[config.mk]
export PLATFORM = sky130hd
export DESIGN_NAME = gcode_linear_move_line_parser
export DESIGN_NICKNAME = d
export VERILOG_FILES = /design/src/hdl/glmp_pkg.sv /design/src/hdl/glmp_classify.sv /design/src/hdl/glmp_queue.sv /design/src/hdl/glmp_exec.sv /design/src/hdl/gcode_linear_move_line_parser.sv
export SDC_FILE = /design/constraint.sdc
export NUM_CORES = 1
export LEC_CHECK = 0
export BUFFER_PORTS_ARGS = -buffer_cell sky130_fd_sc_hd__buf_2
export CORE_MARGIN = 1
export CORE_UTILIZATION = 45
export DETAILED_ROUTE_END_ITERATION = 10
export MAX_ROUTING_LAYER = met4
export PLACE_DENSITY = 0.61
export SLEW_MARGIN = 20
export SYNTH_ARGS = -nofsm -noshare
export SYNTH_HDL_FRONTEND = slang
export SYNTH_HIERARCHICAL = 1
export SYNTH_SLANG_ARGS = --single-unit
[constraint.sdc]
create_clock -name clk_i -period 6.4 [get_ports clk_i]
set_clock_uncertainty 0.2 [all_clocks]
set_input_delay 0.32 -clock clk_i [delete_from_list [all_inputs] [get_ports clk_i]]
set_output_delay 0.32 -clock clk_i [all_outputs]
set_load 0.03 [all_outputs]
[src/hdl/glmp_pkg.sv]
// ----------------------------------------------------------------------------
// glmp_pkg
// Shared types and constants of the linear move line parser: character
// tokens, parse phases and result verdicts.
// ----------------------------------------------------------------------------
package glmp_pkg;

  // Characters that the line grammar looks for.
  localparam logic [7:0] CH_N     = 8'h4E;
  localparam logic [7:0] CH_G     = 8'h47;
  localparam logic [7:0] CH_X     = 8'h58;
  localparam logic [7:0] CH_Y     = 8'h59;
  localparam logic [7:0] CH_Z     = 8'h5A;
  localparam logic [7:0] CH_MINUS = 8'h2D;
  localparam logic [7:0] CH_POINT = 8'h2E;
  localparam logic [7:0] CH_ZERO  = 8'h30;
  localparam logic [7:0] CH_NINE  = 8'h39;

  localparam int unsigned CODE_W      = 7;
  localparam int unsigned FRAC_W      = 3;
  localparam logic [FRAC_W-1:0] FRAC_NEEDED = 3'd3;
  localparam logic [FRAC_W-1:0] FRAC_SAT    = 3'd7;
  localparam logic [CODE_W-1:0] CODE_LINEAR = 7'd1;

  localparam int unsigned QUEUE_DEPTH = 4;

  typedef enum logic [3:0] {
    TK_DIGIT = 4'd0,
    TK_N     = 4'd1,
    TK_G     = 4'd2,
    TK_X     = 4'd3,
    TK_Y     = 4'd4,
    TK_Z     = 4'd5,
    TK_MINUS = 4'd6,
    TK_POINT = 4'd7,
    TK_OTHER = 4'd8,
    TK_EOL   = 4'd9
  } tok_kind_e;

  typedef struct packed {
    tok_kind_e  kind;
    logic [3:0] digit;
  } token_t;

  typedef enum logic [1:0] {
    V_MOVE      = 2'd0,
    V_INVALID   = 2'd1,
    V_STOP      = 2'd2,
    V_UNDECIDED = 2'd3
  } verdict_e;

  typedef enum logic [12:0] {
    PH_EXP_N   = 13'b0000000000001,
    PH_N_FIRST = 13'b0000000000010,
    PH_N_MORE  = 13'b0000000000100,
    PH_G_FIRST = 13'b0000000001000,
    PH_G_MORE  = 13'b0000000010000,
    PH_X_START = 13'b0000000100000,
    PH_X_BODY  = 13'b0000001000000,
    PH_Y_START = 13'b0000010000000,
    PH_Y_BODY  = 13'b0000100000000,
    PH_Z_START = 13'b0001000000000,
    PH_Z_BODY  = 13'b0010000000000,
    PH_Z_DONE  = 13'b0100000000000,
    PH_SKIP    = 13'b1000000000000
  } phase_e;

endpackage

[src/hdl/glmp_classify.sv]
// ----------------------------------------------------------------------------
// glmp_classify
// Front end: turns each incoming byte or line end into a token for the
// parser queue.
// ----------------------------------------------------------------------------
module glmp_classify (
  input  logic            char_valid_i,
  input  logic [7:0]      char_i,
  input  logic            line_done_i,
  input  logic            queue_full_i,
  output logic            char_ready_o,
  output logic            tok_push_o,
  output glmp_pkg::token_t tok_o
);
  import glmp_pkg::*;

  logic [7:0] digit_val;

  assign digit_val    = char_i - CH_ZERO;
  assign char_ready_o = !queue_full_i;
  assign tok_push_o   = char_valid_i && !queue_full_i;

  always_comb begin
    tok_o.digit = digit_val[3:0];
    if (line_done_i) begin
      tok_o.kind = TK_EOL;
    end else if (char_i >= CH_ZERO && char_i <= CH_NINE) begin
      tok_o.kind = TK_DIGIT;
    end else begin
      unique case (char_i)
        CH_N:     tok_o.kind = TK_N;
        CH_G:     tok_o.kind = TK_G;
        CH_X:     tok_o.kind = TK_X;
        CH_Y:     tok_o.kind = TK_Y;
        CH_Z:     tok_o.kind = TK_Z;
        CH_MINUS: tok_o.kind = TK_MINUS;
        CH_POINT: tok_o.kind = TK_POINT;
        default:  tok_o.kind = TK_OTHER;
      endcase
    end
  end

endmodule

[src/hdl/glmp_queue.sv]
// ----------------------------------------------------------------------------
// glmp_queue
// Short first-in first-out token queue between the classifier and the
// parser, with a fall-through read port.
// ----------------------------------------------------------------------------
module glmp_queue (
  input  logic             clk_i,
  input  logic             rst_ni,
  input  logic             push_i,
  input  glmp_pkg::token_t push_tok_i,
  output logic             full_o,
  input  logic             pop_i,
  output logic             valid_o,
  output glmp_pkg::token_t pop_tok_o
);
  import glmp_pkg::*;

  localparam int unsigned PTR_W = $clog2(QUEUE_DEPTH);
  localparam int unsigned CNT_W = $clog2(QUEUE_DEPTH + 1);

  token_t            slot_q [QUEUE_DEPTH];
  logic [PTR_W-1:0]  wr_ptr_q, wr_ptr_d;
  logic [PTR_W-1:0]  rd_ptr_q, rd_ptr_d;
  logic [CNT_W-1:0]  count_q, count_d;
  logic              do_push, do_pop;

  assign full_o    = (count_q == CNT_W'(QUEUE_DEPTH));
  assign valid_o   = (count_q != '0);
  assign pop_tok_o = slot_q[rd_ptr_q];
  assign do_push   = push_i && !full_o;
  assign do_pop    = pop_i && valid_o;

  always_comb begin
    wr_ptr_d = wr_ptr_q;
    rd_ptr_d = rd_ptr_q;
    count_d  = count_q;
    if (do_push) begin
      wr_ptr_d = (wr_ptr_q == PTR_W'(QUEUE_DEPTH - 1)) ? '0 : wr_ptr_q + 1'b1;
    end
    if (do_pop) begin
      rd_ptr_d = (rd_ptr_q == PTR_W'(QUEUE_DEPTH - 1)) ? '0 : rd_ptr_q + 1'b1;
    end
    if (do_push && !do_pop) begin
      count_d = count_q + 1'b1;
    end else if (do_pop && !do_push) begin
      count_d = count_q - 1'b1;
    end
  end

  always_ff @(posedge clk_i or negedge rst_ni) begin
    if (!rst_ni) begin
      wr_ptr_q <= '0;
      rd_ptr_q <= '0;
      count_q  <= '0;
    end else begin
      wr_ptr_q <= wr_ptr_d;
      rd_ptr_q <= rd_ptr_d;
      count_q  <= count_d;
    end
  end

  always_ff @(posedge clk_i) begin
    if (do_push) begin
      slot_q[wr_ptr_q] <= push_tok_i;
    end
  end

endmodule

[src/hdl/glmp_exec.sv]
// ----------------------------------------------------------------------------
// glmp_exec
// Back end: walks the line grammar one token per cycle, accumulates the
// decimal fields and loads the result register, when free, at each line end.
// ----------------------------------------------------------------------------
module glmp_exec #(
  parameter int unsigned COORD_BITS = 32,
  parameter int unsigned LINE_BITS  = 31
) (
  input  logic                  clk_i,
  input  logic                  rst_ni,
  input  logic                  tok_valid_i,
  input  glmp_pkg::token_t      tok_i,
  output logic                  tok_pop_o,
  output logic                  res_valid_o,
  input  logic                  res_ready_i,
  output glmp_pkg::verdict_e    res_verdict_o,
  output logic [LINE_BITS-1:0]  res_line_o,
  output logic [COORD_BITS-1:0] res_x_o,
  output logic [COORD_BITS-1:0] res_y_o,
  output logic [COORD_BITS-1:0] res_z_o,
  output logic                  res_gap_o
);
  import glmp_pkg::*;

  localparam int unsigned MAG_W = COORD_BITS - 1;
  localparam int unsigned LW4   = LINE_BITS + 4;
  localparam int unsigned MW4   = MAG_W + 4;
  localparam int unsigned CW4   = CODE_W + 4;

  phase_e                phase_q, phase_d;
  logic [LINE_BITS-1:0]  line_q, line_d;
  logic [LINE_BITS-1:0]  last_q, last_d;
  logic [CODE_W-1:0]     code_q, code_d;
  logic [MAG_W-1:0]      mag_q, mag_d;
  logic                  minus_q, minus_d;
  logic                  point_q, point_d;
  logic [FRAC_W-1:0]     frac_q, frac_d;
  logic [COORD_BITS-1:0] hx_q, hx_d;
  logic [COORD_BITS-1:0] hy_q, hy_d;
  logic                  gap_q, gap_d;
  verdict_e              verdict_q, verdict_d;
  logic                  halted_q, halted_d;

  logic                  out_valid_q, out_valid_d;
  verdict_e              out_verdict_q, out_verdict_d;
  logic [LINE_BITS-1:0]  out_line_q, out_line_d;
  logic [COORD_BITS-1:0] out_x_q, out_x_d;
  logic [COORD_BITS-1:0] out_y_q, out_y_d;
  logic [COORD_BITS-1:0] out_z_q, out_z_d;
  logic                  out_gap_q, out_gap_d;
  logic                  out_load;

  logic                  take;
  logic [LW4-1:0]        line_x10;
  logic [LINE_BITS-1:0]  line_next;
  logic [MW4-1:0]        mag_x10;
  logic [MAG_W-1:0]      mag_next;
  logic [CW4-1:0]        code_x10;
  logic [CODE_W-1:0]     code_next;
  logic [COORD_BITS-1:0] mag_ext, num_value;
  logic                  num_start;
  logic [1:0]            num_axis;
  phase_e                num_body;
  verdict_e              line_verdict;

  // Saturating decimal accumulate: x*10 + d, clipped at all ones.
  assign line_x10  = ({4'b0, line_q} << 3) + ({4'b0, line_q} << 1) + LW4'(tok_i.digit);
  assign line_next = (line_x10 > {4'b0, {LINE_BITS{1'b1}}}) ? {LINE_BITS{1'b1}}
                                                             : line_x10[LINE_BITS-1:0];
  assign mag_x10   = ({4'b0, mag_q} << 3) + ({4'b0, mag_q} << 1) + MW4'(tok_i.digit);
  assign mag_next  = (mag_x10 > {4'b0, {MAG_W{1'b1}}}) ? {MAG_W{1'b1}} : mag_x10[MAG_W-1:0];
  assign code_x10  = ({4'b0, code_q} << 3) + ({4'b0, code_q} << 1) + CW4'(tok_i.digit);
  assign code_next = (code_x10 > {4'b0, {CODE_W{1'b1}}}) ? {CODE_W{1'b1}}
                                                          : code_x10[CODE_W-1:0];

  assign mag_ext   = {1'b0, mag_q};
  assign num_value = minus_q ? (COORD_BITS'(0) - mag_ext) : mag_ext;

  // A line end needs a free result slot; everything else drains freely.
  assign take = tok_valid_i &&
                (halted_q || tok_i.kind != TK_EOL || !out_valid_q || res_ready_i);
  assign tok_pop_o = take;

  always_comb begin
    num_start = 1'b0;
    num_axis  = 2'd0;
    num_body  = PH_X_BODY;
    unique case (phase_q) inside
      PH_X_START: begin num_start = 1'b1; num_axis = 2'd0; num_body = PH_X_BODY; end
      PH_X_BODY:  begin num_axis = 2'd0; num_body = PH_X_BODY; end
      PH_Y_START: begin num_start = 1'b1; num_axis = 2'd1; num_body = PH_Y_BODY; end
      PH_Y_BODY:  begin num_axis = 2'd1; num_body = PH_Y_BODY; end
      PH_Z_START: begin num_start = 1'b1; num_axis = 2'd2; num_body = PH_Z_BODY; end
      PH_Z_BODY:  begin num_axis = 2'd2; num_body = PH_Z_BODY; end
      default: begin
        num_axis = 2'd0;
      end
    endcase
  end

  always_comb begin
    phase_d   = phase_q;
    line_d    = line_q;
    last_d    = last_q;
    code_d    = code_q;
    mag_d     = mag_q;
    minus_d   = minus_q;
    point_d   = point_q;
    frac_d    = frac_q;
    hx_d      = hx_q;
    hy_d      = hy_q;
    gap_d     = gap_q;
    verdict_d = verdict_q;
    halted_d  = halted_q;

    out_load      = 1'b0;
    out_verdict_d = out_verdict_q;
    out_line_d    = out_line_q;
    out_x_d       = out_x_q;
    out_y_d       = out_y_q;
    out_z_d       = out_z_q;
    out_gap_d     = out_gap_q;
    line_verdict  = V_INVALID;

    if (take && !halted_q) begin
      unique case (phase_q) inside
        PH_EXP_N: begin
          if (tok_i.kind == TK_N) begin
            phase_d = PH_N_FIRST;
          end else begin
            verdict_d = V_STOP;
            phase_d   = PH_SKIP;
          end
        end
        PH_N_FIRST, PH_N_MORE: begin
          if (tok_i.kind == TK_DIGIT) begin
            line_d  = line_next;
            phase_d = PH_N_MORE;
          end else if (phase_q == PH_N_FIRST) begin
            verdict_d = V_STOP;
            phase_d   = PH_SKIP;
          end else begin
            gap_d = ({1'b0, line_q} != ({1'b0, last_q} + (LINE_BITS + 1)'(1)));
            if (tok_i.kind == TK_G) begin
              phase_d = PH_G_FIRST;
            end else begin
              verdict_d = V_STOP;
              phase_d   = PH_SKIP;
            end
          end
        end
        PH_G_FIRST, PH_G_MORE: begin
          if (tok_i.kind == TK_DIGIT) begin
            code_d  = code_next;
            phase_d = PH_G_MORE;
          end else if (phase_q == PH_G_FIRST || code_q != CODE_LINEAR) begin
            verdict_d = V_STOP;
            phase_d   = PH_SKIP;
          end else begin
            // The header is good: this line now counts as accepted.
            last_d = line_q;
            if (tok_i.kind == TK_X) begin
              mag_d   = '0;
              minus_d = 1'b0;
              point_d = 1'b0;
              frac_d  = '0;
              phase_d = PH_X_START;
            end else begin
              verdict_d = V_INVALID;
              phase_d   = PH_SKIP;
            end
          end
        end
        PH_X_START, PH_X_BODY, PH_Y_START, PH_Y_BODY, PH_Z_START, PH_Z_BODY: begin
          if (tok_i.kind == TK_DIGIT) begin
            mag_d = mag_next;
            if (point_q && frac_q != FRAC_SAT) begin
              frac_d = frac_q + 1'b1;
            end
            phase_d = num_body;
          end else if (tok_i.kind == TK_MINUS) begin
            if (!num_start) begin
              verdict_d = V_INVALID;
              phase_d   = PH_SKIP;
            end else begin
              minus_d = 1'b1;
              phase_d = num_body;
            end
          end else if (tok_i.kind == TK_POINT) begin
            if (num_start || point_q) begin
              verdict_d = V_INVALID;
              phase_d   = PH_SKIP;
            end else begin
              point_d = 1'b1;
            end
          end else if (frac_q != FRAC_NEEDED) begin
            verdict_d = V_INVALID;
            phase_d   = PH_SKIP;
          end else if (num_axis == 2'd0) begin
            hx_d = num_value;
            if (tok_i.kind == TK_Y) begin
              mag_d   = '0;
              minus_d = 1'b0;
              point_d = 1'b0;
              frac_d  = '0;
              phase_d = PH_Y_START;
            end else begin
              verdict_d = V_INVALID;
              phase_d   = PH_SKIP;
            end
          end else if (num_axis == 2'd1) begin
            hy_d = num_value;
            if (tok_i.kind == TK_Z) begin
              mag_d   = '0;
              minus_d = 1'b0;
              point_d = 1'b0;
              frac_d  = '0;
              phase_d = PH_Z_START;
            end else begin
              verdict_d = V_INVALID;
              phase_d   = PH_SKIP;
            end
          end else begin
            phase_d = PH_Z_DONE;
          end
        end
        default: begin
          // Trailing text after Z, or the rest of a decided line.
          phase_d = phase_q;
        end
      endcase

      if (tok_i.kind == TK_EOL) begin
        if (phase_d == PH_Z_DONE) begin
          line_verdict = V_MOVE;
        end else if (phase_d == PH_SKIP && verdict_d != V_UNDECIDED) begin
          line_verdict = verdict_d;
        end else begin
          line_verdict = V_INVALID;
        end
        out_load      = 1'b1;
        out_verdict_d = line_verdict;
        out_line_d    = line_d;
        out_x_d       = (line_verdict == V_MOVE) ? hx_d : '0;
        out_y_d       = (line_verdict == V_MOVE) ? hy_d : '0;
        out_z_d       = (line_verdict == V_MOVE) ? num_value : '0;
        out_gap_d     = gap_d;

        phase_d   = PH_EXP_N;
        line_d    = '0;
        code_d    = '0;
        mag_d     = '0;
        minus_d   = 1'b0;
        point_d   = 1'b0;
        frac_d    = '0;
        hx_d      = '0;
        hy_d      = '0;
        gap_d     = 1'b0;
        verdict_d = V_UNDECIDED;
        if (line_verdict == V_STOP) begin
          halted_d = 1'b1;
        end
      end
    end

    if (out_load) begin
      out_valid_d = 1'b1;
    end else if (res_ready_i) begin
      out_valid_d = 1'b0;
    end else begin
      out_valid_d = out_valid_q;
    end
  end

  always_ff @(posedge clk_i or negedge rst_ni) begin
    if (!rst_ni) begin
      phase_q     <= PH_EXP_N;
      line_q      <= '0;
      last_q      <= '0;
      code_q      <= '0;
      mag_q       <= '0;
      minus_q     <= 1'b0;
      point_q     <= 1'b0;
      frac_q      <= '0;
      hx_q        <= '0;
      hy_q        <= '0;
      gap_q       <= 1'b0;
      verdict_q   <= V_UNDECIDED;
      halted_q    <= 1'b0;
      out_valid_q <= 1'b0;
    end else begin
      phase_q     <= phase_d;
      line_q      <= line_d;
      last_q      <= last_d;
      code_q      <= code_d;
      mag_q       <= mag_d;
      minus_q     <= minus_d;
      point_q     <= point_d;
      frac_q      <= frac_d;
      hx_q        <= hx_d;
      hy_q        <= hy_d;
      gap_q       <= gap_d;
      verdict_q   <= verdict_d;
      halted_q    <= halted_d;
      out_valid_q <= out_valid_d;
    end
  end

  always_ff @(posedge clk_i) begin
    if (out_load) begin
      out_verdict_q <= out_verdict_d;
      out_line_q    <= out_line_d;
      out_x_q       <= out_x_d;
      out_y_q       <= out_y_d;
      out_z_q       <= out_z_d;
      out_gap_q     <= out_gap_d;
    end
  end

  assign res_valid_o   = out_valid_q;
  assign res_verdict_o = out_verdict_q;
  assign res_line_o    = out_line_q;
  assign res_x_o       = out_x_q;
  assign res_y_o       = out_y_q;
  assign res_z_o       = out_z_q;
  assign res_gap_o     = out_gap_q;

endmodule

[src/hdl/gcode_linear_move_line_parser.sv]
// ----------------------------------------------------------------------------
// gcode_linear_move_line_parser
// Parses N<digits>G<digits>X<num>Y<num>Z<num> text lines into move results.
// ----------------------------------------------------------------------------
// The block takes one character word per cycle on the slave side, with tlast
// marking a line end (that word carries no character), and sustains one word
// per cycle. Words are classified at once into a four-entry token queue; the
// parser behind it retires one token per cycle; a line end loads its result
// into the output register as the parser takes it. Only a line end waits on
// the master side, and only while the output register is still full. The
// queue absorbs a short stall; once it holds four words, tready drops until
// the result is taken. Each line gives one result word: verdict in tuser
// (move, invalid move, stop), and line number, X, Y, Z in signed thousandths
// and the line-number gap flag in tdata. After a stop the block keeps
// accepting words but discards them until reset.
module gcode_linear_move_line_parser #(
  parameter int unsigned COORD_BITS = 32,
  parameter int unsigned LINE_BITS  = 31
) (
  input  logic clk_i,
  input  logic rst_ni,

  input  logic       s_axis_tvalid_i,
  output logic       s_axis_tready_o,
  input  logic [7:0] s_axis_tdata_i,   // [7:0] character
  input  logic       s_axis_tlast_i,   // line_done

  output logic       m_axis_tvalid_o,
  input  logic       m_axis_tready_i,
  // From bit 0 up: line number, coord_x, coord_y, coord_z, number_gap, zero fill.
  output logic [((LINE_BITS + 3 * COORD_BITS + 1 + 7) / 8) * 8 - 1:0] m_axis_tdata_o,
  output logic [1:0] m_axis_tuser_o    // [1:0] verdict
);
  import glmp_pkg::*;

  localparam int unsigned RAW_W = LINE_BITS + 3 * COORD_BITS + 1;
  localparam int unsigned OUT_W = ((RAW_W + 7) / 8) * 8;

  token_t                cls_tok, q_tok;
  logic                  cls_push, q_full, q_valid, q_pop;
  verdict_e              res_verdict;
  logic [LINE_BITS-1:0]  res_line;
  logic [COORD_BITS-1:0] res_x, res_y, res_z;
  logic                  res_gap;
  logic [RAW_W-1:0]      res_raw;

  glmp_classify u_classify (
    .char_valid_i (s_axis_tvalid_i),
    .char_i       (s_axis_tdata_i),
    .line_done_i  (s_axis_tlast_i),
    .queue_full_i (q_full),
    .char_ready_o (s_axis_tready_o),
    .tok_push_o   (cls_push),
    .tok_o        (cls_tok)
  );

  glmp_queue u_queue (
    .clk_i      (clk_i),
    .rst_ni     (rst_ni),
    .push_i     (cls_push),
    .push_tok_i (cls_tok),
    .full_o     (q_full),
    .pop_i      (q_pop),
    .valid_o    (q_valid),
    .pop_tok_o  (q_tok)
  );

  glmp_exec #(
    .COORD_BITS (COORD_BITS),
    .LINE_BITS  (LINE_BITS)
  ) u_exec (
    .clk_i         (clk_i),
    .rst_ni        (rst_ni),
    .tok_valid_i   (q_valid),
    .tok_i         (q_tok),
    .tok_pop_o     (q_pop),
    .res_valid_o   (m_axis_tvalid_o),
    .res_ready_i   (m_axis_tready_i),
    .res_verdict_o (res_verdict),
    .res_line_o    (res_line),
    .res_x_o       (res_x),
    .res_y_o       (res_y),
    .res_z_o       (res_z),
    .res_gap_o     (res_gap)
  );

  assign res_raw        = {res_gap, res_z, res_y, res_x, res_line};
  assign m_axis_tdata_o = OUT_W'(res_raw);
  assign m_axis_tuser_o = res_verdict;

endmodule
==> flow_summary.json <==
{
  "fin_ws_ns": 0.776,
  "cp.required_ns": 6.50,
  "p_seq_frac": 0.358,
  "clock_latency_ns": 0.58,
  "place_congestion": 0.921,
  "slew_violations": 0,
  "grt_setup_unrepaired": "no",
  "antenna_found_initial": 0,
  "portBuffers": 144,
  "fp.dieW_um": 220,
  "r2r_start": "u_queue/rd_ptr_q[0]$_DFFE_PN0P_",
  "yosysTopAreaCell": "edfxtp_1",
  "vias": 17400,
  "die_area_sq_um": 48500,
  "vdd_drop_max_mv": 0.175,
  "syn2layout_area_growth_pct": 12.6,
  "n_antenna_cell": 0,
  "yosysTopAreaCellShare": 0.227,
  "drive_above_1_share": 0.147,
  "synth_edf_count": 162,
  "die_h_um": 220,
  "cpPeakStageDelay_ns": 0.71,
  "cpMaxStageDelayCell": "dfrtp_1",
  "critPathLaunchType": "flip-flop",
  "cp_max_fo": 20,
  "wire_per_inst_um": 21.0,
  "cap_violations": 0,
  "crit_family": "compound AO/OA/AOI/OAI gates",
  "fin_crit_ns": 5.62,
  "grt_max_degree": 148,
  "ys.flop_type": "dfrtp_1",
  "fin_setup_tns_ns": 0,
  "wirelength_um": 60700,
  "path_buf_inv": 2,
  "power.switching_mw": 3.61,
  "ys_seq_elements": 356,
  "synth.top_cells.by_area": "edfxtp_1 23%, dfrtp_1 22%, ha_1 8.5%",
  "min_period_over_period": 0.879,
  "async_reset_ff_frac": 0.545,
  "first_pass_iters": 8,
  "hold_class": "input pin to asynchronous set/reset pin",
  "ios": 145,
  "end_kind": "flip-flop",
  "status": "finished, violations left",
  "start_util": 0.459,
  "preCtsSetupSlack_ns": 0.783,
  "crit_start": "u_queue/rd_ptr_q[0]$_DFFE_PN0P_",
  "synth_cell_types": 96,
  "fin_cells": 2895,
  "yosysMostFrequentCell": "nand2_1",
  "drt_iter0_drc": 1485,
  "internal_power_mw": 5.20,
  "fp-row-count": 79,
  "fmax_mhz": 178,
  "overflow": 0,
  "cts_tree": "yes",
  "hpwl_um": 43200,
  "hold_viol": 0,
  "h-tree-depth": 2,
  "crit_type": "flip-flop to flip-flop",
  "nets": 2423,
  "grt_pass1_vias": 16500,
  "comb_power_share": 0.371,
  "syn_nets": 2317,
  "path_cells": "mux4_2 > inv_1 > fa_1 > fa_1 > nand2b_1 > a21oi_1 > o2111ai_1 > o311ai_1 > a21oi_1 > a31oi_1 > xnor2_1 > nor4_2 > buf_4 > a21oi_1",
  "finalSetupViolations": 0,
  "clkPwrFrac": 0.271,
  "power_mw": 8.81,
  "clkTransAtPathRegs_ns": 0.06,
  "grt_first_pass_wirelength_um": 94500,
  "synthCells": 2151,
  "arrival_ns": 5.73,
  "swShare": 0.410,
  "yosys_warnings": 6,
  "synth_common_cells": "212 x nand2_1, 195 x o21ai_0, 194 x nor2_1",
  "cpMostUsedCell": "a21oi_1",
  "numCtsBuffers": 41,
  "placed_cells": 2814,
  "syn_avg_cell_area_sq_um": 9.97,
  "core-area_sq_um": 46800,
  "power_leakage_nw": 10.1,
  "grt_usage": 0.259,
  "seq_area_sq_um": 9720,
  "cts-root-buf": "clkbuf_16",
  "tightest_slew_ns": 1.08,
  "antenna_left": 0,
  "netlist_area_sq_um": 21400,
  "synth-seq-area-share": 0.454,
  "multi_input_area_sq_um": 11100,
  "violations": "DRC",
  "viasPerCell": 6.00,
  "drc_errors": 11,
  "numClockSinks": 356,
  "clockBufferDepth": 3,
  "n_fill_cell": 4282,
  "maxSlewHeadroom": 0.280,
  "power_density_nw_per_um2": 365,
  "cts_resized": 0
}
[worst register-to-register path, stage by stage, from the launching register on]
cell and delay (ns):
dfrtp_1 0.71, mux4_2 0.61, inv_1 0.28, fa_1 0.50
fa_1 0.47, nand2b_1 0.18, a21oi_1 0.19, o2111ai_1 0.30
o311ai_1 0.52, a21oi_1 0.19, a31oi_1 0.21, xnor2_1 0.15
nor4_2 0.35, buf_4 0.35, a21oi_1 0.15
[final cells by class]
cell class,count,share of cell area
Timing Repair Buffer,181,0.0430
Multi-Input combinational cell,1633,0.459
Sequential cell,356,0.403
Clock buffer,49,0.0450
Tap cell,607,0.0315
Inverter,44,0.00705
Clock inverter,25,0.0115
[repair_timing]
item                                   4_1_cts  5_1_grt
buffers inserted                             0        0
endpoints found under the hold margin       74        0
hold buffers                                 7        0
[worst paths after layout]
kind / end / slack, ns / depth (start not counted)
max: u_exec/res_line_o[30]$_DFFE_PP_ / 0.78 / 14
max in group asynchronous: u_exec/hy_q[2]$_DFFE_PN0P_ / 4.72 / 3
min in group clk_i: u_queue/slot_q[2][6]$_DFFE_PP_ / 0.08 / 4
min reg2reg: u_exec/hy_q[14]$_DFFE_PN0P_ / 0.28 / 2
max reg2reg: u_exec/res_line_o[30]$_DFFE_PP_ / 0.78 / 14
min: u_exec/line_q[22]$_DFFE_PN0P_ / 0.06 / 2
[routing by layer]
metal  global-route usage  vias to the layer above  part of all wire
met4               0.0674                        0             0.021
met1                0.371                     8553              0.48
met2                0.381                      517              0.45
met5                    -                        -                 0
met3               0.0386                       97             0.056
li1                     -                     8203                 -
[logic make-up after synthesis]
logic type,count (synthesis),synth area share
and+or+nand+nor,684,0.155
adders and majority gates,153,0.0918
xor gates and xnor gates,130,0.0531
buffers and inverters,162,0.0327
AOI/OAI and AO/OA,607,0.179
muxes,59,0.0347
DFF,356,0.454
[sequential cells by signal (all words and copies together), names as in the netlist, 7 cells and up]
name	flops
u_exec/mag_q	31
u_exec/phase_q	13
u_exec/hx_q	32
u_exec/hy_q	32
u_exec/res_line_o	31
u_exec/res_y_o	32
u_exec/line_q	31
u_exec/res_x_o	32
u_queue/slot_q	32
u_exec/last_q	31
u_exec/res_z_o	32
u_exec/code_q	7
[through the flow]
step,hold slack [ns],cell area [sq um],utilization
final,0.0570,24100,0.516
after global routing,0.0787,24100,0.516
after CTS,0.0470,24100,0.516
after detailed placement,0.103,22700,0.485
after global placement,0.0888,22700,0.485
after floorplan,-0.176,21400,-
[cells in the final DEF, fill, tap and decap left out, types with 10 or more instances in the layout]
cell type  instances
a2111oi_0         31
a211oi_1          37
a21o_1            20
a21oi_1          144
a31oi_1           32
and2_1            11
and3_1            15
and4_1            10
buf_2            143
buf_4             29
clkbuf_16         42
dfrtp_1          191
edfxtp_1         162
ha_1             146
inv_1             43
mux2_2            35
mux2i_1           14
nand2_1          212
nand2b_1          20
nand3_1           33
nand4_1           24
nor2_1           194
nor2b_1           19
nor3_1            44
nor4_1            26
o211ai_1          23
o21ai_0          193
o31ai_1           20
or2_2             10
or4_1             13
xnor2_1           59
xor2_1            71
[power groups by stage]
| stage | combinational [mW] | clock (mW) | sequential, mW |
|---|---|---|---|
| after global routing | 3.56 | 2.53 | 3.20 |
| after global placement | 3.20 | 0 | 3.19 |
| after detailed placement | 3.22 | 0 | 3.20 |
| final | 3.26 | 2.39 | 3.16 |
| after floorplan | 1.98 | 0 | 3.33 |
| after CTS | 3.24 | 2.45 | 3.16 |
No activity file was read; power rests on OpenSTA's default activity.
